## src/rtl/hcbp_pkg.sv

```systemverilog
// Shared types, constants and CRC/count helpers for the Huffman code bit packer.
`default_nettype none
package hcbp_pkg;

	localparam int CODE_W       = 32;
	localparam int LEN_W        = 6;
	localparam int SYM_W        = 8;
	localparam int CNT_W        = 48;
	localparam int ALPHABET     = 256;
	localparam int QDEPTH       = 4;
	localparam int QAW          = 2;
	localparam int QCW          = 3;

	localparam logic [LEN_W-1:0]  MAX_CODE_LEN = 6'd32;
	localparam logic [CODE_W-1:0] CRC_INIT     = 32'hFFFF_FFFF;
	localparam logic [CODE_W-1:0] CRC_POLY     = 32'hEDB8_8320;
	localparam logic [CNT_W-1:0]  CNT_MAX      = 48'hFFFF_FFFF_FFFF;

	typedef enum logic [1:0] {
		ACT_LOAD   = 2'd0,
		ACT_ENCODE = 2'd1,
		ACT_FLUSH  = 2'd2
	} action_t;

	typedef logic [SYM_W-1:0]  sym_t;
	typedef logic [CODE_W-1:0] code_t;
	typedef logic [LEN_W-1:0]  len_t;
	typedef logic [CNT_W-1:0]  cnt_t;

	// Command between front and back; code is left-aligned (first bit in bit 31).
	typedef struct packed {
		logic  flush;
		code_t code;
		len_t  len;
	} cmd_t;

	typedef struct packed {
		logic valid;
		cmd_t cmd;
	} qport_t;

	function automatic code_t crc_byte(input code_t c, input logic [7:0] b);
		code_t r;
		r = c ^ {24'd0, b};
		for (int k = 0; k < 8; k++) begin
			r = (r >> 1) ^ (CRC_POLY & {CODE_W{r[0]}});
		end
		return r;
	endfunction

	function automatic cnt_t sat_add(input cnt_t c, input logic [3:0] n);
		logic [CNT_W:0] s;
		s = {1'b0, c} + {{(CNT_W-3){1'b0}}, n};
		return s[CNT_W] ? CNT_MAX : s[CNT_W-1:0];
	endfunction

endpackage
`default_nettype wire

```

## src/rtl/hcbp_queue.sv

```systemverilog
// Small command FIFO decoupling the front end from the bit packer.
`default_nettype none
module hcbp_queue (
	input  wire logic             clk,
	input  wire logic             arst_n,
	input  wire hcbp_pkg::qport_t push,
	output logic                  full,
	output hcbp_pkg::qport_t      head,
	input  wire logic             pop
);
	import hcbp_pkg::*;

	cmd_t             mem_q [QDEPTH];
	logic [QAW-1:0]   wr_q;
	logic [QAW-1:0]   rd_q;
	logic [QCW-1:0]   cnt_q;
	logic             do_push;
	logic             do_pop;

	assign full       = (cnt_q == QCW'(QDEPTH));
	assign head.valid = (cnt_q != '0);
	assign head.cmd   = mem_q[rd_q];
	assign do_push    = push.valid && !full;
	assign do_pop     = pop && head.valid;

	always_ff @(posedge clk) begin
		if (do_push) begin
			mem_q[wr_q] <= push.cmd;
		end
	end

	always_ff @(posedge clk or negedge arst_n) begin
		if (!arst_n) begin
			wr_q  <= '0;
			rd_q  <= '0;
			cnt_q <= '0;
		end else begin
			if (do_push) wr_q <= wr_q + 1'b1;
			if (do_pop)  rd_q <= rd_q + 1'b1;
			if (do_push && !do_pop)      cnt_q <= cnt_q + 1'b1;
			else if (!do_push && do_pop) cnt_q <= cnt_q - 1'b1;
		end
	end

endmodule
`default_nettype wire

```

## config.mk

```make
export PLATFORM = sky130hd
export DESIGN_NAME = hcbp_queue
export DESIGN_NICKNAME = d
export VERILOG_FILES = /design/src/rtl/hcbp_pkg.sv /design/src/rtl/hcbp_queue.sv
export SDC_FILE = /design/constraint.sdc
export NUM_CORES = 1
export LEC_CHECK = 0
export ABC_CLOCK_PERIOD_IN_PS = 4550
export BUFFER_PORTS_ARGS = -buffer_cell sky130_fd_sc_hd__buf_2
export CAP_MARGIN = 10
export CORE_ASPECT_RATIO = 1.75
export CORE_MARGIN = 5
export CORE_UTILIZATION = 47
export DETAILED_ROUTE_END_ITERATION = 8
export PLACE_DENSITY = 0.76
export SETUP_SLACK_MARGIN = 0.4
export SKIP_LAST_GASP = 1
export SYNTH_ARGS = -nofsm -noshare
export SYNTH_HDL_FRONTEND = slang
export SYNTH_SLANG_ARGS = --single-unit
```

## constraint.sdc

```tcl
create_clock -name clk -period 4.55 [get_ports clk]
set_input_delay 0.455 -clock clk [delete_from_list [all_inputs] [get_ports clk]]
set_output_delay 0.455 -clock clk [all_outputs]
set_load 0.02 [all_outputs]
```

==> flow_summary_export.csv <==
group,metric,value,unit
status,outcome,"finished, final reports clean",
route,wl_met1,3890,um
worst_setup_path,crit_chain,"buf_4 > mux4_1 > buf_2",
yosys,syn_inst,239,
worst_setup_path,slowest_stage,"dfrtp_2",
yosys,synth_seq_area_share,0.795,
yosys,synth_area,0.00611,sq mm
route,drtAntennaViolNets,0,
route,routed.top_layer,"met5",
clocking,clock_path_buffers,2,
clocking,cts.sinks,163,
yosys,synth_seq_cells,163,
global_routing,grt_max_degree,41,
worst_setup_path,max_stage_delay,0.68,ns
sta,slew_headroom,0.264,
sta,period_needed,2.89,ns
hold_path,hp-class,"input pin to register",
route,num_vias,2662,
sta,fin_setup_tns,0,ns
sta,tightest_slew,1.10,ns
finish,num_antenna_cells,0,
worst_setup_path,required,4.09,ns
pwr,vdd_drop_max,301,uV
clocking,cts_setup_buffers,0,
sta,rsz0062_at_grt,"no",
worst_setup_path,worstSetupStartpointType,"register",
clocking,cts_buffers,17,
worst_setup_path,arrival,2.43,ns
hold_path,holdPathStages,1,
global_routing,grt_pass1_wl,16200,um
floorplanning,row_count,55,
worst_setup_path,worstPathMaxFanout,26,
floorplanning,top_level_ports,84,
route,routed_via_density,5.15,
floorplanning,die_w,96.2,um
finish,fillerInstances,995,
finish,mostFrequentLayoutCell,"edfxtp_1",
yosys,syn_nets,288,
yosys,avgSynthCellArea,25.6,sq um
finish,syn_to_final_growth,17.9,%
placement,io_buffers,83,
route,drtIter0Drc,145,
clocking,cts_tree,"built",
floorplanning,initial_core_util,0.475,
clocking,clk_pin_slew,0.07,ns
worst_setup_path,worst-setup-path-type,"register to primary output",
sta,fin_crit_sh,0.634,
placement,gp_congestion,0.707,
finish,drive_gt1_frac,0.468,
clocking,cts_max_level,4,
floorplanning,die_area,0.0155,sq mm
yosys,ys_types,21,
worst_setup_path,end_kind,"primary output",
route,met3_length,486,um
sta,fmax,347,MHz
yosys,yosys_warnings,0,
global_routing,antenna_found_initial,2,
route,drc,0,
clocking,root_buffer,"clkbuf_16",
worst_setup_path,rr_worst_depth,3,
flow_run,drv_cap,0,
placement,hpwl,6320,um
sta,fin_skew,0.00802,ns
pwr,power.total,4.93,mW
route,drt_pass1_iterations,4,
global_routing,grt_pass1_vias,2952,
global_routing,grt_overflow_total,0,
global_routing,track_usage,0.147,
floorplanning,die_y,161,um
sta,drv_slew,0,
route,met2RoutedLength,5660,um
clocking,clock_latency,0.41,ns
route,routedWlPerCell,19.9,um
pwr,power_density,684,mW/mm^2
finish,layout_common_cells,"edfxtp_1, buf_2, mux4_2, clkbuf_16, clkinvlp_4",
route,wl,10300,um
sta,hold_violations,0,
finish,final_nets,382,
pwr,p_leak,2.47,nW
sta,finalSetupViolCount,0,
floorplanning,fp.coreArea,0.0129,sq mm
-- area by class of cell --
cell class,count,area [sq um],area share
clock buffer,18,429,0.0596
clock inverter,14,131,0.0182
inverter,3,11.3,0.00156
multi-input combinational,63,1120,0.156
sequential,163,4860,0.675
tap,171,214,0.0297
timing repair buffer,85,433,0.0601
-- sequential cells by signal, indices dropped and copies added, names as in the netlist --
register	flops
mem_q	156
rd_q	2
wr_q	2
cnt_q	3
-- critical path: cells and delay by family (launching register included) --
family	cells	cell delay [ns]
buffers and inverters	2	0.72
DFF	1	0.68
muxes	1	0.60
-- cell usage after synthesis, drive strengths merged --
| master | n | area [sq um] |
|---|---|---|
| edfxtp | 156 | 4680 |
| nor3b | 1 | 18.8 |
| and2 | 4 | 25.0 |
| ha | 5 | 62.6 |
| dfrtp | 7 | 175 |
| nor2b | 1 | 8.76 |
| fa | 1 | 20.0 |
| buf | 10 | 123 |
| nor2 | 1 | 3.75 |
| xor2 | 2 | 17.5 |
| inv | 3 | 11.3 |
| mux2 | 2 | 26.3 |
| nand2 | 1 | 3.75 |
| nand3 | 1 | 5.00 |
| mux4 | 39 | 882 |
| xnor2 | 4 | 35.0 |
| or3 | 1 | 11.3 |
-- kinds of logic (layout without fill, tap and decap cells) --
| family | after synthesis | after routing | share of synthesized area |
|---|---|---|---|
| flops | 163 | 163 | 0.795 |
| simple gates | 10 | 10 | 0.0125 |
| xor+xnor | 6 | 6 | 0.00860 |
| buf+inv | 13 | 120 | 0.0219 |
| fa+ha+maj | 6 | 6 | 0.0135 |
| mux | 41 | 41 | 0.149 |
-- per-layer routing --
metal,vias up,GRT usage
met5,-,0
li1,1198,-
met3,18,0.0455
met4,4,0.0583
met1,1370,0.170
met2,72,0.249
-- timing repair --
| item | 4_1_cts | 5_1_grt |
|---|---|---|
| endpoints found under the setup margin | 0 | 0 |
| endpoints found under the hold margin | 7 | 0 |
| hold buffers | 1 | 0 |
| gates resized for setup | 0 | 0 |
-- report_power, final --
| group | switching (mW) | total (mW) | internal, mW |
|---|---|---|---|
| registers | 0.196 | 2.19 | 2.00 |
| clock network | 0.569 | 1.33 | 0.758 |
| logic | 0.788 | 1.41 | 0.622 |
| total | 1.55 | 4.93 | 3.38 |
-- per-stage QoR --
stage	hold slack, ns	cells	setup slack [ns]	utilization	instance area [sq um]
finish	0.255	517	1.66	0.560	7210
floorplan	0.159	239	2.38	-	6110
detailed placement	0.304	484	1.98	0.516	6640
CTS	0.238	517	1.54	0.560	7210
global route	0.240	517	1.41	0.560	7210
global placement	0.294	484	1.98	0.516	6640
-- path summary, 6_finish.rpt --
path | startpoint | endpoint | slack [ns]
setup / recovery | rd_q[0]$_DFFE_PN0P_ | head[33] | 1.66
hold / removal | push[25] | mem_q[0][25]$_DFFE_PP_ | 0.25
setup reg to reg | cnt_q[2]$_DFFE_PN0P_ | mem_q[1][34]$_DFFE_PP_ | 2.35
hold reg to reg | cnt_q[2]$_DFFE_PN0P_ | cnt_q[2]$_DFFE_PN0P_ | 0.51
max in group asynchronous | arst_n | rd_q[1]$_DFFE_PN0P_ | 3.97
min in group asynchronous | arst_n | rd_q[0]$_DFFE_PN0P_ | 0.41
(Power assumes the default switching activity.)
