**config.mk**
```make
export PLATFORM = sky130hd
export DESIGN_NAME = hcbp_back_flat
export DESIGN_NICKNAME = d
export VERILOG_FILES = /design/src/rtl/hcbp_pkg.sv /design/src/rtl/hcbp_ifs.sv /design/src/rtl/hcbp_back.sv /design/src/flat_wrapper.sv
export SDC_FILE = /design/constraint.sdc
export NUM_CORES = 1
export LEC_CHECK = 0
export BUFFER_PORTS_ARGS = -buffer_cell sky130_fd_sc_hd__buf_2
export CAP_MARGIN = 10
export CORE_MARGIN = 8
export CORE_UTILIZATION = 55
export DETAILED_ROUTE_END_ITERATION = 10
export PLACE_DENSITY = 0.75
export SYNTH_ARGS = -nofsm -noshare
export SYNTH_HDL_FRONTEND = slang
export SYNTH_SLANG_ARGS = --single-unit
```
**constraint.sdc**
```tcl
create_clock -name clk -period 13.3 [get_ports clk]
set_clock_uncertainty 0.1 [all_clocks]
set_input_delay 1.33 -clock clk [delete_from_list [all_inputs] [get_ports clk]]
set_output_delay 1.33 -clock clk [all_outputs]
set_load 0.01 [all_outputs]
```
**src/rtl/hcbp_pkg.sv**
```systemverilog
// Shared types, constants and CRC/count helpers for the Huffman code bit packer.
`default_nettype none
package hcbp_pkg;

	localparam int CODE_W       = 32;
	localparam int LEN_W        = 6;
	localparam int SYM_W        = 8;
	localparam int CNT_W        = 48;
	localparam int ALPHABET     = 256;
	localparam int QDEPTH       = 4;
	localparam int QAW          = 2;
	localparam int QCW          = 3;

	localparam logic [LEN_W-1:0]  MAX_CODE_LEN = 6'd32;
	localparam logic [CODE_W-1:0] CRC_INIT     = 32'hFFFF_FFFF;
	localparam logic [CODE_W-1:0] CRC_POLY     = 32'hEDB8_8320;
	localparam logic [CNT_W-1:0]  CNT_MAX      = 48'hFFFF_FFFF_FFFF;

	typedef enum logic [1:0] {
		ACT_LOAD   = 2'd0,
		ACT_ENCODE = 2'd1,
		ACT_FLUSH  = 2'd2
	} action_t;

	typedef logic [SYM_W-1:0]  sym_t;
	typedef logic [CODE_W-1:0] code_t;
	typedef logic [LEN_W-1:0]  len_t;
	typedef logic [CNT_W-1:0]  cnt_t;

	// Command between front and back; code is left-aligned (first bit in bit 31).
	typedef struct packed {
		logic  flush;
		code_t code;
		len_t  len;
	} cmd_t;

	typedef struct packed {
		logic valid;
		cmd_t cmd;
	} qport_t;

	function automatic code_t crc_byte(input code_t c, input logic [7:0] b);
		code_t r;
		r = c ^ {24'd0, b};
		for (int k = 0; k < 8; k++) begin
			r = (r >> 1) ^ (CRC_POLY & {CODE_W{r[0]}});
		end
		return r;
	endfunction

	function automatic cnt_t sat_add(input cnt_t c, input logic [3:0] n);
		logic [CNT_W:0] s;
		s = {1'b0, c} + {{(CNT_W-3){1'b0}}, n};
		return s[CNT_W] ? CNT_MAX : s[CNT_W-1:0];
	endfunction

endpackage
`default_nettype wire

```
**src/rtl/hcbp_ifs.sv**
```systemverilog
// Valid/ready channel interfaces for source items and packed results.
`default_nettype none


interface hcbp_result_if;
	logic               valid;
	logic               ready;
	logic [7:0]         packed_byte;
	logic               byte_valid;
	hcbp_pkg::code_t    crc_value;
	hcbp_pkg::cnt_t     bit_total;
	logic               last;

	modport source (output valid, output packed_byte, output byte_valid,
		output crc_value, output bit_total, output last, input ready);
	modport sink (input valid, input packed_byte, input byte_valid,
		input crc_value, input bit_total, input last, output ready);
endinterface
`default_nettype wire

```
**src/rtl/hcbp_back.sv**
```systemverilog
// Back end: packs code bits into bytes, keeps CRC and bit count, drives the result register.
`default_nettype none
module hcbp_back (
	input  wire logic             clk,
	input  wire logic             arst_n,
	input  wire hcbp_pkg::qport_t head,
	output logic                  pop,
	hcbp_result_if.source         result
);
	import hcbp_pkg::*;

	typedef enum logic {ST_IDLE, ST_ENC} state_t;

	state_t      state_q;
	logic [7:0]  pend_q;
	logic [2:0]  used_q;
	code_t       crc_q;
	cnt_t        cnt_q;
	code_t       sh_q;
	len_t        rem_q;
	logic        ov_q;
	logic [7:0]  byte_q;
	logic        bvalid_q;
	code_t       ocrc_q;
	cnt_t        ocnt_q;
	logic        last_q;

	logic        out_free;
	logic [3:0]  avail;
	logic [7:0]  merged;
	logic        full_byte;
	logic [7:0]  crc_in;
	code_t       crc_nx;
	logic [3:0]  add_n;
	cnt_t        cnt_nx;
	len_t        rem_after;
	logic        emit;

	assign out_free  = !ov_q || result.ready;
	assign avail     = 4'd8 - {1'b0, used_q};
	assign merged    = pend_q | (sh_q[31:24] >> used_q);
	assign full_byte = ({2'b00, avail} <= rem_q);
	assign rem_after = rem_q - {2'b00, avail};
	assign crc_in    = (state_q == ST_ENC) ? merged : pend_q;
	assign crc_nx    = crc_byte(crc_q, crc_in);
	assign add_n     = (state_q == ST_ENC) ? 4'd8 : {1'b0, used_q};
	assign cnt_nx    = sat_add(cnt_q, add_n);
	assign pop       = (state_q == ST_IDLE) && head.valid && (!head.cmd.flush || out_free);
	assign emit      = ((state_q == ST_IDLE) && pop && head.cmd.flush) ||
		((state_q == ST_ENC) && full_byte && out_free);

	assign result.valid       = ov_q;
	assign result.packed_byte = byte_q;
	assign result.byte_valid  = bvalid_q;
	assign result.crc_value   = ocrc_q;
	assign result.bit_total   = ocnt_q;
	assign result.last        = last_q;

	always_ff @(posedge clk or negedge arst_n) begin
		if (!arst_n) begin
			state_q  <= ST_IDLE;
			pend_q   <= '0;
			used_q   <= '0;
			crc_q    <= CRC_INIT;
			cnt_q    <= '0;
			sh_q     <= '0;
			rem_q    <= '0;
			ov_q     <= 1'b0;
			byte_q   <= '0;
			bvalid_q <= 1'b0;
			ocrc_q   <= '0;
			ocnt_q   <= '0;
			last_q   <= 1'b0;
		end else begin
			if (emit) ov_q <= 1'b1;
			else if (result.ready) ov_q <= 1'b0;
			unique case (state_q)
				ST_IDLE: begin
					if (pop && head.cmd.flush) begin
						last_q   <= 1'b1;
						bvalid_q <= (used_q != '0);
						byte_q   <= (used_q != '0) ? pend_q : 8'd0;
						ocrc_q   <= (used_q != '0) ? crc_nx : crc_q;
						ocnt_q   <= (used_q != '0) ? cnt_nx : cnt_q;
						pend_q   <= '0;
						used_q   <= '0;
						crc_q    <= CRC_INIT;
						cnt_q    <= '0;
					end else if (pop) begin
						sh_q    <= head.cmd.code;
						rem_q   <= head.cmd.len;
						state_q <= ST_ENC;
					end
				end
				ST_ENC: begin
					if (full_byte) begin
						if (out_free) begin
							byte_q   <= merged;
							bvalid_q <= 1'b1;
							ocrc_q   <= crc_nx;
							ocnt_q   <= cnt_nx;
							// last once the leftover bits cannot fill another byte
							last_q   <= (rem_after < 6'd8);
							crc_q    <= crc_nx;
							cnt_q    <= cnt_nx;
							pend_q   <= '0;
							used_q   <= '0;
							sh_q     <= sh_q << avail;
							rem_q    <= rem_after;
							if (rem_after == '0) state_q <= ST_IDLE;
						end
					end else begin
						pend_q  <= merged;
						used_q  <= used_q + rem_q[2:0];
						rem_q   <= '0;
						state_q <= ST_IDLE;
					end
				end
				default: state_q <= ST_IDLE;
			endcase
		end
	end

endmodule
`default_nettype wire

```
**src/flat_wrapper.sv**
```systemverilog
// flat-port wrapper written by rule: the top's interface ports become plain ports
module hcbp_back_flat import hcbp_pkg::*;
  (clk, arst_n, head, pop, result_valid, result_packed_byte, result_byte_valid, result_crc_value, result_bit_total, result_last, result_ready);
  hcbp_result_if result_i ();
  input  wire logic clk;
  input  wire logic arst_n;
  input  wire hcbp_pkg::qport_t head;
  output logic pop;
  output wire logic [$bits(result_i.valid)-1:0] result_valid;
  output wire logic [$bits(result_i.packed_byte)-1:0] result_packed_byte;
  output wire logic [$bits(result_i.byte_valid)-1:0] result_byte_valid;
  output wire logic [$bits(result_i.crc_value)-1:0] result_crc_value;
  output wire logic [$bits(result_i.bit_total)-1:0] result_bit_total;
  output wire logic [$bits(result_i.last)-1:0] result_last;
  input wire logic [$bits(result_i.ready)-1:0] result_ready;
  assign result_valid = result_i.valid;
  assign result_packed_byte = result_i.packed_byte;
  assign result_byte_valid = result_i.byte_valid;
  assign result_crc_value = result_i.crc_value;
  assign result_bit_total = result_i.bit_total;
  assign result_last = result_i.last;
  assign result_i.ready = result_ready;
  hcbp_back u_core (.clk(clk), .arst_n(arst_n), .head(head), .pop(pop), .result(result_i));
endmodule
```
==> results summary, run 1 <==
The total die area is 29300 um^2. The share of synthesized area occupied by flip-flops and latches came out at 0.420. The worst path setup slack after routing is 6.95 ns. Among all flip-flop cells after synthesis, the most frequent one is sky130_fd_sc_hd__dfrtp_1. The total congestion overflow after global routing came out at 0. Setup repair after global routing left no endpoint under its margin.

The clock transition time at the flip-flop clock pins of the worst setup and hold paths is 0.06 ns. The area of the mapped netlist is 13200 um^2. STA classifies the critical path endpoint as a flip-flop. Across the whole layout, storage elements account for 5570 um^2. The number of buffers created by CTS came out at 25. The cell at the root of the clock tree is sky130_fd_sc_hd__clkbuf_16.

The filler cell count in the final layout came out at 2126. Summed over all layers, the routed wires come to 36800 um. The violation count after the first detailed-route iteration is 1249. After synthesis, the mean cell area works out to 9.00 um^2.

The insertion delay to the later sink of the worst-skew pair came out at 0.53 ns. The clock period could shrink to 6.35 ns. The worst setup path is launched from a flip-flop. No sink is reached through more buffers than the 3 on the longest clock path.

Of all nets on the critical path, the largest fanout is 101. The final layout net count came out at 1596. The global-route usage over all layers is 0.252.

The cell area power density came out at 311 nW/um^2. After detailed routing, the number of vias per cell comes to 6.16. The number of buffers and inverters on the critical path is 4. The max-slew violation total from the final report is 0. The number of hold buffers added after CTS was 0. The number of input and output port buffers inserted is 134.

The largest total area in the synthesized netlist belongs to sky130_fd_sc_hd__dfrtp_1. The final weighted congestion of routability-driven global placement is 0.891. The placement row count is 57. 135 I/O pins were placed. The run finished with clean final reports. Before CTS, the worst setup slack after placement is 7.05 ns. For this run, design rule violations remaining after detail routing come to 0.

The number of H-tree levels is 1. The total of warnings raised by yosys is 0. The number of hold violations in the final report came out at 0. The share of synthesized flip-flops with an asynchronous set or reset came out at 1.00. Setup violations remaining at the end of the flow were counted as 0. The kind of cell with the highest combined delay on the critical path is buffers and inverters. Sorting the synthesized cells by area gives the leading types as sky130_fd_sc_hd__dfrtp_1, sky130_fd_sc_hd__dfstp_2, sky130_fd_sc_hd__o21ai_0. The worst relative slew slack came out at 0.146. The number of antenna violations at the first check in global routing is 0. The class of the tightest hold or removal check is reg -> reg. The number of cells upsized or downsized after cts is 0. The number of diodes added for antenna fixing came out at 0. The total power after layout came out at 4.64 mW. The unique cell type count in the Yosys netlist came out at 79. The delay contributed by the slowest stage of the critical path came out at 0.96 ns.

The start-to-end type of the worst setup path is reg -> reg. The number of search-and-repair iterations in the first detailed-routing pass came out at 5. The remaining number of nets flagged by the antenna check after routing is 0. The total via count in the routed design is 11600.

The slew at the pin closest to its max-slew limit came out at 1.28 ns. The data required time of the worst path is 13.61 ns. The number of flops mapped to enable cells by yosys is 0.

The via count of the first global-routing pass came out at 11300. The largest individual stage delay along the critical path comes from the cell sky130_fd_sc_hd__a2111oi_2. The number of buffers inserted by post-CTS setup repair is 0. The number of clock sinks seen by CTS is 221. The core footprint came out at 24000 um^2. The worst-case vdd ir drop is 213 uV. The cell count after synthesis came out at 1472.

The detailed placement HPWL came out at 24400 um. The post-route clock period utilization is 0.477. The routed length per placed instance is 19.5 um. The share of final-layout standard cells stronger than drive strength 1 is 0.187. The global-route wire length before repair came out at 60400 um.

In this run the horizontal extent of the chip is 171 um. In the final layout, the multi-input gates occupy 7140 um^2. The starting density of the core came out at 0.553. The critical path goes through inv_2 > ha_1 > ha_1 > buf_4 > inv_1 > maj3_1 > a2111oi_2 > o22a_1 > or2_4 > buf_4 > nor2_1 > a221o_1. Data arrives at the worst endpoint at 6.66 ns.

The floorplan step set the die height to 171 um. The pin count of the biggest net entering global routing came out at 108. The maximum clock frequency came out at 158 MHz. The area share of the largest cell type after synthesis came out at 0.357. TritonCTS built the clock tree. Max-cap violations in this run came to 0.

The register bit total from synthesis came out at 221. Summed over all failing endpoints, the final setup total negative slack is 0 ns. The net count after synthesis came out at 1528. The leakage power figure came out at 6.66 nW.

The post-synthesis to final-layout area growth came out at 12.3%.
-- cell usage in the layout (no fill, tap or decap), types with 19 or more instances in the layout --
| cell | count |
|---|---|
| sky130_fd_sc_hd__a21o_1 | 26 |
| sky130_fd_sc_hd__a21oi_1 | 146 |
| sky130_fd_sc_hd__a22o_1 | 23 |
| sky130_fd_sc_hd__and3_1 | 32 |
| sky130_fd_sc_hd__buf_2 | 133 |
| sky130_fd_sc_hd__buf_4 | 19 |
| sky130_fd_sc_hd__clkbuf_16 | 25 |
| sky130_fd_sc_hd__dfrtp_1 | 188 |
| sky130_fd_sc_hd__dfstp_2 | 32 |
| sky130_fd_sc_hd__inv_1 | 29 |
| sky130_fd_sc_hd__mux2i_1 | 35 |
| sky130_fd_sc_hd__mux4_2 | 19 |
| sky130_fd_sc_hd__nand2_1 | 168 |
| sky130_fd_sc_hd__nand3_1 | 45 |
| sky130_fd_sc_hd__nor2_1 | 131 |
| sky130_fd_sc_hd__o21ai_0 | 153 |
| sky130_fd_sc_hd__o22a_1 | 21 |
| sky130_fd_sc_hd__xnor2_1 | 40 |
| sky130_fd_sc_hd__xor2_1 | 26 |
-- kinds of logic (layout without fill, tap and decap cells) --
family,after synthesis,count (layout),share of synthesized area
xor+xnor,78,78,0.0627
compound gates,481,481,0.225
mux,69,69,0.0718
flops,221,221,0.420
simple gates,465,465,0.161
buf+inv,143,230,0.0434
fa+ha+maj,15,15,0.0155
-- routing by layer --
metal  global-route usage  wire length, um  vias up
met3               0.0363             2570       68
li1                     -                -     5464
met5                    0                0        -
met1                0.355            16200     5584
met2                0.402            17200      480
met4               0.0726              867        0
-- through the flow --
step	utilization	hold slack, ns	cells	cell area [um^2]
floorplan	-	0.363	1472	13200
global placement	0.587	0.350	1837	14100
detailed placement	0.587	0.352	1837	14100
CTS	0.621	0.364	1883	14900
global route	0.621	0.385	1883	14900
finish	0.621	0.362	1883	14900
-- area by class of cell --
| cell class | count | area share |
|---|---|---|
| clock buffers | 34 | 0.0490 |
| clock inverters | 12 | 0.00622 |
| inverters | 31 | 0.00782 |
| multi-input cells | 1108 | 0.480 |
| flip-flops and latches | 221 | 0.374 |
| well taps | 324 | 0.0272 |
| repair buffers | 153 | 0.0553 |
-- flip-flops by register name, indices dropped and copies added (netlist names) --
name and count:
u_core.cnt_q 48, u_core.result.bit_total 48, u_core.crc_q 32, u_core.result.crc_value 32
u_core.sh_q 32, u_core.pend_q 8, u_core.result.packed_byte 8, u_core.rem_q 6
u_core.used_q 3, u_core.result.byte_valid 1, u_core.result.last 1, u_core.result.valid 1
u_core.state_q 1
-- cells in the mapped netlist (17+ instances only) --
master / instances
sky130_fd_sc_hd__mux4_2: 19
sky130_fd_sc_hd__xnor2_1: 40
sky130_fd_sc_hd__xor2_1: 26
sky130_fd_sc_hd__dfrtp_1: 189
sky130_fd_sc_hd__nand3_1: 45
sky130_fd_sc_hd__a21o_1: 26
sky130_fd_sc_hd__nand4_1: 17
sky130_fd_sc_hd__nor3_1: 19
sky130_fd_sc_hd__nand2_1: 169
sky130_fd_sc_hd__buf_2: 22
sky130_fd_sc_hd__nor2_1: 134
sky130_fd_sc_hd__inv_1: 29
sky130_fd_sc_hd__dfstp_2: 32
sky130_fd_sc_hd__clkbuf_1: 78
sky130_fd_sc_hd__o21ai_0: 153
sky130_fd_sc_hd__o22a_1: 21
sky130_fd_sc_hd__mux2i_1: 35
sky130_fd_sc_hd__a21oi_1: 146
sky130_fd_sc_hd__and3_1: 32
sky130_fd_sc_hd__a22o_1: 23
-- path summary, 6_finish.rpt --
check / from / to / slack (ns) / depth (start not counted)
worst min-delay path: u_core.result.bit_total[36] / u_core.result.bit_total[36] / 0.36 / 2
worst min register to register: u_core.result.bit_total[36] / u_core.result.bit_total[36] / 0.36 / 2
worst max-delay path: u_core.used_q[1] / u_core.result.crc_value[29] / 6.95 / 12
max in group asynchronous: arst_n / u_core.used_q[0] / 10.30 / 3
worst max register to register: u_core.used_q[1] / u_core.result.crc_value[29] / 6.95 / 12
min in group asynchronous: arst_n / u_core.result.bit_total[22] / 0.74 / 1
-- worst min-delay path, delay by kind of cell, from the launching register on --
family / cells / cell delay (ns)
flip-flops: 1 / 0.34
AND/OR/NAND/NOR: 2 / 0.09
-- where the power goes --
part | switching [mW] | leakage [nW] | internal (mW)
clock | 0.288 | 0.419 | 0.403
combinational | 1.69 | 3.44 | 1.10
sequential | 0.216 | 2.80 | 0.930
total | 2.20 | 6.66 | 2.44
Power figures use the tool's default switching activity.
==> run 2, diff against run 1 <==
- CORE_UTILIZATION: 55 -> 54
- PLACE_DENSITY: 0.75 -> 0.77
- clock period: 13.3 -> 5.4 ns (I/O delays scaled with it)
==> run 2 against run 1 <==
  * The flow now finishes with violations (negative hold slack)
  * Via count rose by 0.96%
  * Cell count is 0.21% higher
  * Clock power increased by 150%
  * Utilization is 0.23 points lower
  * Critical path type unchanged
  * First-iteration DRC count shrank 0.24%
  * Wire length shrank 1.0%
  * Total power is 150% higher
  * Sequential share of layout area is 0.19 points lower
  * Non-clock buffer count is 4 higher
==> results summary, run 2 (synthesis results as in run 1) <==
The run finished, with violations left. The checks that failed: negative hold slack. The max-slew violation total from the final report is 0 (unchanged).

The post-route clock period utilization is 0.856 (+0.378). The slew at the pin closest to its max-slew limit is 1.16 ns (-0.123 ns). The number of clock sinks seen by CTS is 221 (unchanged). The worst relative slew slack came out at 0.227 (+0.0813). The share of final-layout standard cells stronger than drive strength 1 is 0.185 (-0.00176). The cell area power density came out at 764 nW/um^2 (+150%).

Setup repair after global routing left no endpoint under its margin. The core footprint came to 24200 um^2 (+0.89%). The number of input and output port buffers inserted is 134 (unchanged). The top-level I/O count is 135 (unchanged). The detailed placement HPWL is 24600 um (+0.72%). The die span in y came out at 173 um (+0.84%). The delay contributed by the slowest stage of the critical path was 0.52 ns (-0.44 ns). The leakage power figure came out at 6.68 nW (+0.35%). On the critical path, the stage with the largest delay is an instance of sky130_fd_sc_hd__a2111oi_2. The total power after layout came out at 11.4 mW (+150%).

The remaining number of nets flagged by the antenna check after routing is 0 (unchanged). The post-route cell area is 15000 um^2 (+0.51%). The worst path setup slack after routing came out at 0.780 ns (-6.17 ns). The setup slack of the worst register-to-register path was 0.78 ns (-6.17 ns).

The start-to-end type of the worst setup path is reg -> reg. The number of buffers created by CTS came to 25 (unchanged). The sum of negative setup slack is 0 ns (unchanged). The worst setup path is launched from a flip-flop. The hold buffer count at cts is 0 (unchanged). The number of cells upsized or downsized after cts came out at 0 (unchanged). The starting density of the core came to 0.548 (-0.00489). The via count of the first global-routing pass came out at 11500 (+1.7%). The pin count of the biggest net entering global routing is 113 (+4.6%). The post-synthesis to final-layout area growth is 12.9%. The number of search-and-repair iterations in the first detailed-routing pass is 5 (unchanged). The final layout net count is 1600 (+0.25%). The library cells used most frequently in the layout, excluding fill and tap cells, are sky130_fd_sc_hd__dfrtp_1, sky130_fd_sc_hd__nand2_1, sky130_fd_sc_hd__o21ai_0, sky130_fd_sc_hd__a21oi_1, sky130_fd_sc_hd__buf_2. The number of remaining DRC errors came to 0 (unchanged). The multi-input logic area is 7140 um^2 (unchanged).

The global-route usage over all layers came out at 0.241 (-0.0112). The total congestion overflow after global routing is 0 (unchanged). The data required time of the worst path is 5.72 ns (-7.89 ns).

The class of the tightest hold or removal check is in -> async. The length in cells of the worst reg-to-reg path is 13 (+1). Leaving out fill and tap cells, the most frequent cell in the layout is sky130_fd_sc_hd__dfrtp_1. The final weighted congestion of routability-driven global placement came out at 0.899 (+0.86%). The number of buffers inserted by post-CTS setup repair came out at 0 (unchanged).

Traced cell by cell, the critical path runs through buf_4 > inv_1 > ha_1 > ha_1 > buf_4 > xnor2_1 > a41o_1 > a2111oi_2 > o22a_1 > or2_4 > buf_4 > a211oi_1 > a21o_1. TritonCTS built the clock tree. The number of diodes added for antenna fixing is 0 (unchanged). The total die area came to 29800 um^2 (+1.7%). The data arrival time of the critical path is 4.94 ns (-1.72 ns).

The filler cell count in the final layout is 2107 (-0.89%). The maximum buffer depth of the clock tree came out at 3 (unchanged). The violation count after the first detailed-route iteration came out at 1246 (-0.24%).

The final wirelength is 36400 um (-1.0%). The final setup violation count is 0 (unchanged). The number of buffers and inverters on the critical path is 4 (unchanged). The global-route wire length before repair is 61000 um (+1.0%).

The mean number of vias per cell is 6.20 (+0.74%). The total via count in the routed design was 11700 (+0.96%). The tree is rooted in a sky130_fd_sc_hd__clkbuf_16. The instance area after placement came out at 14100 um^2 (+0.48%). The x dimension of the die is 173 um (+0.84%). The combined flip-flop and latch cell area came out at 5570 um^2 (unchanged). The placement row count came out at 57 (unchanged). The worst register-to-register path begins at u_core.used_q[0]. The final period demand of the worst path is 4.62 ns (-1.73 ns). The routed length per placed instance is 19.3 um (-1.2%). The maximum net fanout on the critical path came out at 52 (-49%). The number of hold violations in the final report came out at 16 (+16).

The max-capacitance violation count is 0 (unchanged). The worst hold slack came out at -0.0388 ns (-0.401 ns). The endpoint of the worst register-to-register path is u_core.result.crc_value[30]. The critical path's most frequent cell is sky130_fd_sc_hd__buf_4.

The insertion delay to the later sink of the worst-skew pair is 0.53 ns (about the same). The clock transition time at the flip-flop clock pins of the worst setup and hold paths came out at 0.06 ns (about the same). The worst-case vdd ir drop came to 509 uV (+140%). The worst slack at placement is 0.810 ns (-6.24 ns).

The kind of cell with the highest combined delay on the critical path is buffers and inverters. The number of antenna violations at the first check in global routing is 0 (unchanged). The number of H-tree levels is 1 (unchanged). The maximum clock frequency came out at 216 MHz (+37%).

The endpoint kind of the worst setup timing path is a flip-flop.
==> run 2: cell count changes in the layout (fill, tap and decap cells not counted), sizes merged <==
cell,before,now
clkbuf,34,39
buf,153,157
bufinv,1,2
clkinv,11,5
==> run 2: worst max path at each step <==
stage                      from                          end  slack (ns)  cells after the start
2_1_floorplan  u_core.used_q[0]              u_core.sh_q[30]        0.51                     17
3_3_place_gp   u_core.used_q[0]  u_core.result.crc_value[30]        0.92                     12
3_5_place_dp   u_core.used_q[0]  u_core.result.crc_value[30]        0.81                     12
4_1_cts        u_core.used_q[0]  u_core.result.crc_value[30]        0.77                     12
5_1_grt        u_core.used_q[0]  u_core.result.crc_value[30]        0.42                     12
6_report       u_core.used_q[0]  u_core.result.crc_value[30]        0.78                     13
==> run 2: routing by layer <==
layer	global-route usage	wire (um)	part of all wire	vias to the layer above
met5	0	0	0	-
met4	0.0685	950	0.026	0
met3	0.0405	2740	0.075	67
met2	0.398	17300	0.48	500
met1	0.323	15400	0.42	5664
li1	-	-	-	5476
==> run 2: per-stage QoR <==
step / util / instances
floorplan: - / 1472
global placement: 0.584 / 1841
detailed placement: 0.584 / 1841
CTS: 0.619 / 1887
global route: 0.619 / 1887
finish: 0.619 / 1887
==> run 2: cell type report <==
type,count,share of cell area
Clock buffer,39,0.0493
Sequential cell,221,0.372
Clock inverter,7,0.00619
Inverter,31,0.00778
Tap cell,324,0.0271
Multi-Input combinational cell,1108,0.478
Timing Repair Buffer,157,0.0596
==> run 2: power breakdown <==
group	leakage (nW)	total, mW	internal [mW]	switching [mW]
Clock	0.409	1.72	1.03	0.684
Sequential	2.80	2.82	2.29	0.531
Combinational	3.48	6.89	2.77	4.12
Total	6.68	11.4	6.09	5.33
==> run 3, diff against run 2 <==
- PLACE_DENSITY: 0.77 -> 0.8
==> run 3 against run 2 <==
  * The flow still finishes with violations (negative hold slack)
  * Clock power increased by 6%
  * Flip-flop and latch count is the same
  * Global-route usage decreased by 0.065 points
  * Total power grew 2.2%
  * Sequential power about the same
  * Critical endpoint is now u_core.result.bit_total[27]
  * Highest routed layer unchanged
  * Non-clock buffer count rose by 5
  * Cell count increased by 0.21%
  * Hold slack better by 0.015 ns
  * Critical path depth shrank 2
==> results summary, run 3 (synthesis results as in run 1) <==
The flow ran to the end, but the final reports show violations. The checks that failed: negative hold slack. The net switching fraction of the power is 0.468 (+0.00104). The leakage power figure was 6.73 nW (+0.81%).

The global-route usage over all layers is 0.240 (-0.000648). The logic gate share of total power is 0.602 (about the same). Clock tree synthesis selected as its root buffer the cell sky130_fd_sc_hd__clkbuf_16. The top-level I/O count came out at 135 (unchanged). The maximum buffer depth of the clock tree came out at 3 (unchanged). The mean number of vias per cell came to 6.29 (+1.4%).

The most common cell after layout, fill and taps aside is sky130_fd_sc_hd__dfrtp_1. The number of diodes added for antenna fixing came to 0 (unchanged). The clock transition time at the flip-flop clock pins of the worst setup and hold paths is 0.06 ns (about the same). The sum of negative setup slack came out at 0 ns (unchanged).

The total via count in the routed design came out at 11900 (+1.6%). The worst slack at placement is 0.649 ns (-0.162 ns). The signal on the critical path passes through inv_1 > ha_1 > ha_1 > inv_1 > maj3_1 > a2111oi_2 > o22a_1 > or2_4 > buf_4 > a31oi_1 > a22o_1. The number of buffers created by CTS was 25 (unchanged). The remaining number of nets flagged by the antenna check after routing came out at 0 (unchanged). The hold buffer count at cts was 0 (unchanged). The worst relative slew slack is 0.312 (+0.0849). The final weighted congestion of routability-driven global placement is 0.949 (+5.6%).

The class of the tightest hold or removal check is in -> async. The data arrival time of the critical path is 5.09 ns (+0.15 ns). The maximum clock frequency is 209 MHz (-3.2%).

The power share of the clock group is 0.157 (+0.007). The internal power came out at 6.21 mW (+2.0%). The number of cells upsized or downsized after cts is 0 (unchanged).

The global-route wire length before repair is 60700 um (-0.45%). The worst path setup slack after routing was 0.626 ns (-0.154 ns). The total length of routed met3 wires came out at 3110 um (+14%). The placement row count came out at 57 (unchanged). The post-route clock period utilization came to 0.884 (+0.0284).

The share of final-layout standard cells stronger than drive strength 1 came to 0.191 (+0.00591). The detailed router used layers up to and including met4. The data required time of the worst path came out at 5.71 ns (about the same).

The violation count after the first detailed-route iteration is 1312 (+5.3%). The number of buffers inserted by post-CTS setup repair came to 0 (unchanged). The switching component of the power came out at 5.46 mW (+2.4%). The number of clock sinks seen by CTS is 221 (unchanged).

Setup repair after global routing left no endpoint under its margin. The final layout net count is 1605 (+0.31%). The routed length per placed instance came out at 19.5 um (+1.2%). The die span in y came out at 173 um (unchanged). The max-capacitance violation count came out at 0 (unchanged).

The final period demand of the worst path is 4.77 ns (+0.154 ns). The number of search-and-repair iterations in the first detailed-routing pass is 7 (+2). The critical path is of the reg -> reg type. The number of antenna violations at the first check in global routing came out at 0 (unchanged).

The number of hold violations in the final report is 5 (-11). The delay contributed by the slowest stage of the critical path came out at 0.72 ns (+0.20 ns). The insertion delay to the later sink of the worst-skew pair came out at 0.53 ns (about the same). The part of the total power dissipated in sequential elements came out at 0.241 (-0.006). The top cell types in the final layout, fill and taps aside, are sky130_fd_sc_hd__dfrtp_1, sky130_fd_sc_hd__nand2_1, sky130_fd_sc_hd__o21ai_0, sky130_fd_sc_hd__a21oi_1, sky130_fd_sc_hd__buf_2. The worst-case vdd ir drop came out at 539 uV (+5.9%). The critical-path cell with the highest stage delay is sky130_fd_sc_hd__dfrtp_2.

The final wirelength came out at 36900 um (+1.4%). The pin count of the biggest net entering global routing is 132 (+17%). The final core utilization came out at 0.622 (+0.00367). The worst setup path is captured at a flip-flop. The max-slew violation total from the final report is 0 (unchanged). The final setup violation count was 0 (unchanged). TritonCTS built the clock tree.

The via count of the first global-routing pass was 11600 (+0.89%). The total die area is 29800 um^2 (unchanged). The core footprint came out at 24200 um^2 (unchanged). The total congestion overflow after global routing is 0 (unchanged).

The maximum net fanout on the critical path came out at 51 (-1.9%). The post-synthesis to final-layout area growth came out at 13.6%. The met2 wire length came to 17600 um (+1.9%). The starting density of the core came to 0.548 (unchanged). The slew at the pin closest to its max-slew limit is 1.03 ns (-0.123 ns).

The number of H-tree levels is 1 (unchanged). The startpoint kind of the worst setup timing path is a flip-flop. The x dimension of the die is 173 um (unchanged). The detailed-routing wirelength on met1 was 15200 um (-1.7%). The detailed placement HPWL came to 25000 um (+1.6%). The worst hold slack came out at -0.0239 ns (+0.0150 ns). The number of remaining DRC errors is 0 (unchanged). The number of input and output port buffers inserted is 134 (unchanged).

The cell area power density is 776 nW/um^2 (+1.6%).
run 3: critical path: cells and delay by family, from the launching register on:
kind / cells / cell delay, ns
and+or+nand+nor: 1 / 0.54
buffers and inverters: 3 / 0.87
adders and majority gates: 3 / 1.29
DFF: 1 / 0.72
AOI/OAI and AO/OA: 4 / 1.10
run 3: cell type report:
type	count	area, um^2
fill	1974	9130
clock buffer	34	729
clock inverter	11	165
inverter	31	116
timing repair buffer	162	916
tap	324	405
multi-input combinational	1108	7140
sequential	221	5570
run 3: layer usage:
metal | vias to the layer above | track usage
li1 | 5478 | -
met3 | 97 | 0.0438
met1 | 5727 | 0.318
met4 | 0 | 0.0830
met2 | 590 | 0.393
met5 | - | 0
run 3: metrics by stage:
step	hold slack [ns]	total power [mW]	std cells	cell area, um^2
6_report	-0.0239	11.7	1891	15000
5_1_grt	0.0539	12.5	1891	15000
4_1_cts	0.0647	11.6	1891	15000
3_5_place_dp	0.363	9.73	1846	14200
3_3_place_gp	0.355	9.55	1846	14200
2_1_floorplan	0.144	7.94	1472	13200
run 3: power groups by stage:
stage / clock, mW / sequential [mW] / combinational (mW)
CTS: 1.85 / 2.80 / 6.98
detailed placement: 0 / 2.82 / 6.91
global route: 1.93 / 2.88 / 7.66
floorplan: 0 / 2.72 / 5.21
global placement: 0 / 2.80 / 6.75
finish: 1.83 / 2.82 / 7.03
run 3: final timing paths:
| check | slack, ns | startpoint | end | cells after the start |
|---|---|---|---|---|
| max | 0.63 | u_core.used_q[0] | u_core.result.bit_total[27] | 11 |
| min | -0.02 | arst_n | u_core.cnt_q[20] | 1 |
| max reg2reg | 0.63 | u_core.used_q[0] | u_core.result.bit_total[27] | 11 |
| min reg2reg | 0.37 | u_core.result.bit_total[19] | u_core.result.bit_total[19] | 1 |
| max in group asynchronous | 3.82 | arst_n | u_core.used_q[0] | 2 |
| min in group clk | 0.15 | head[5] | u_core.rem_q[5] | 2 |
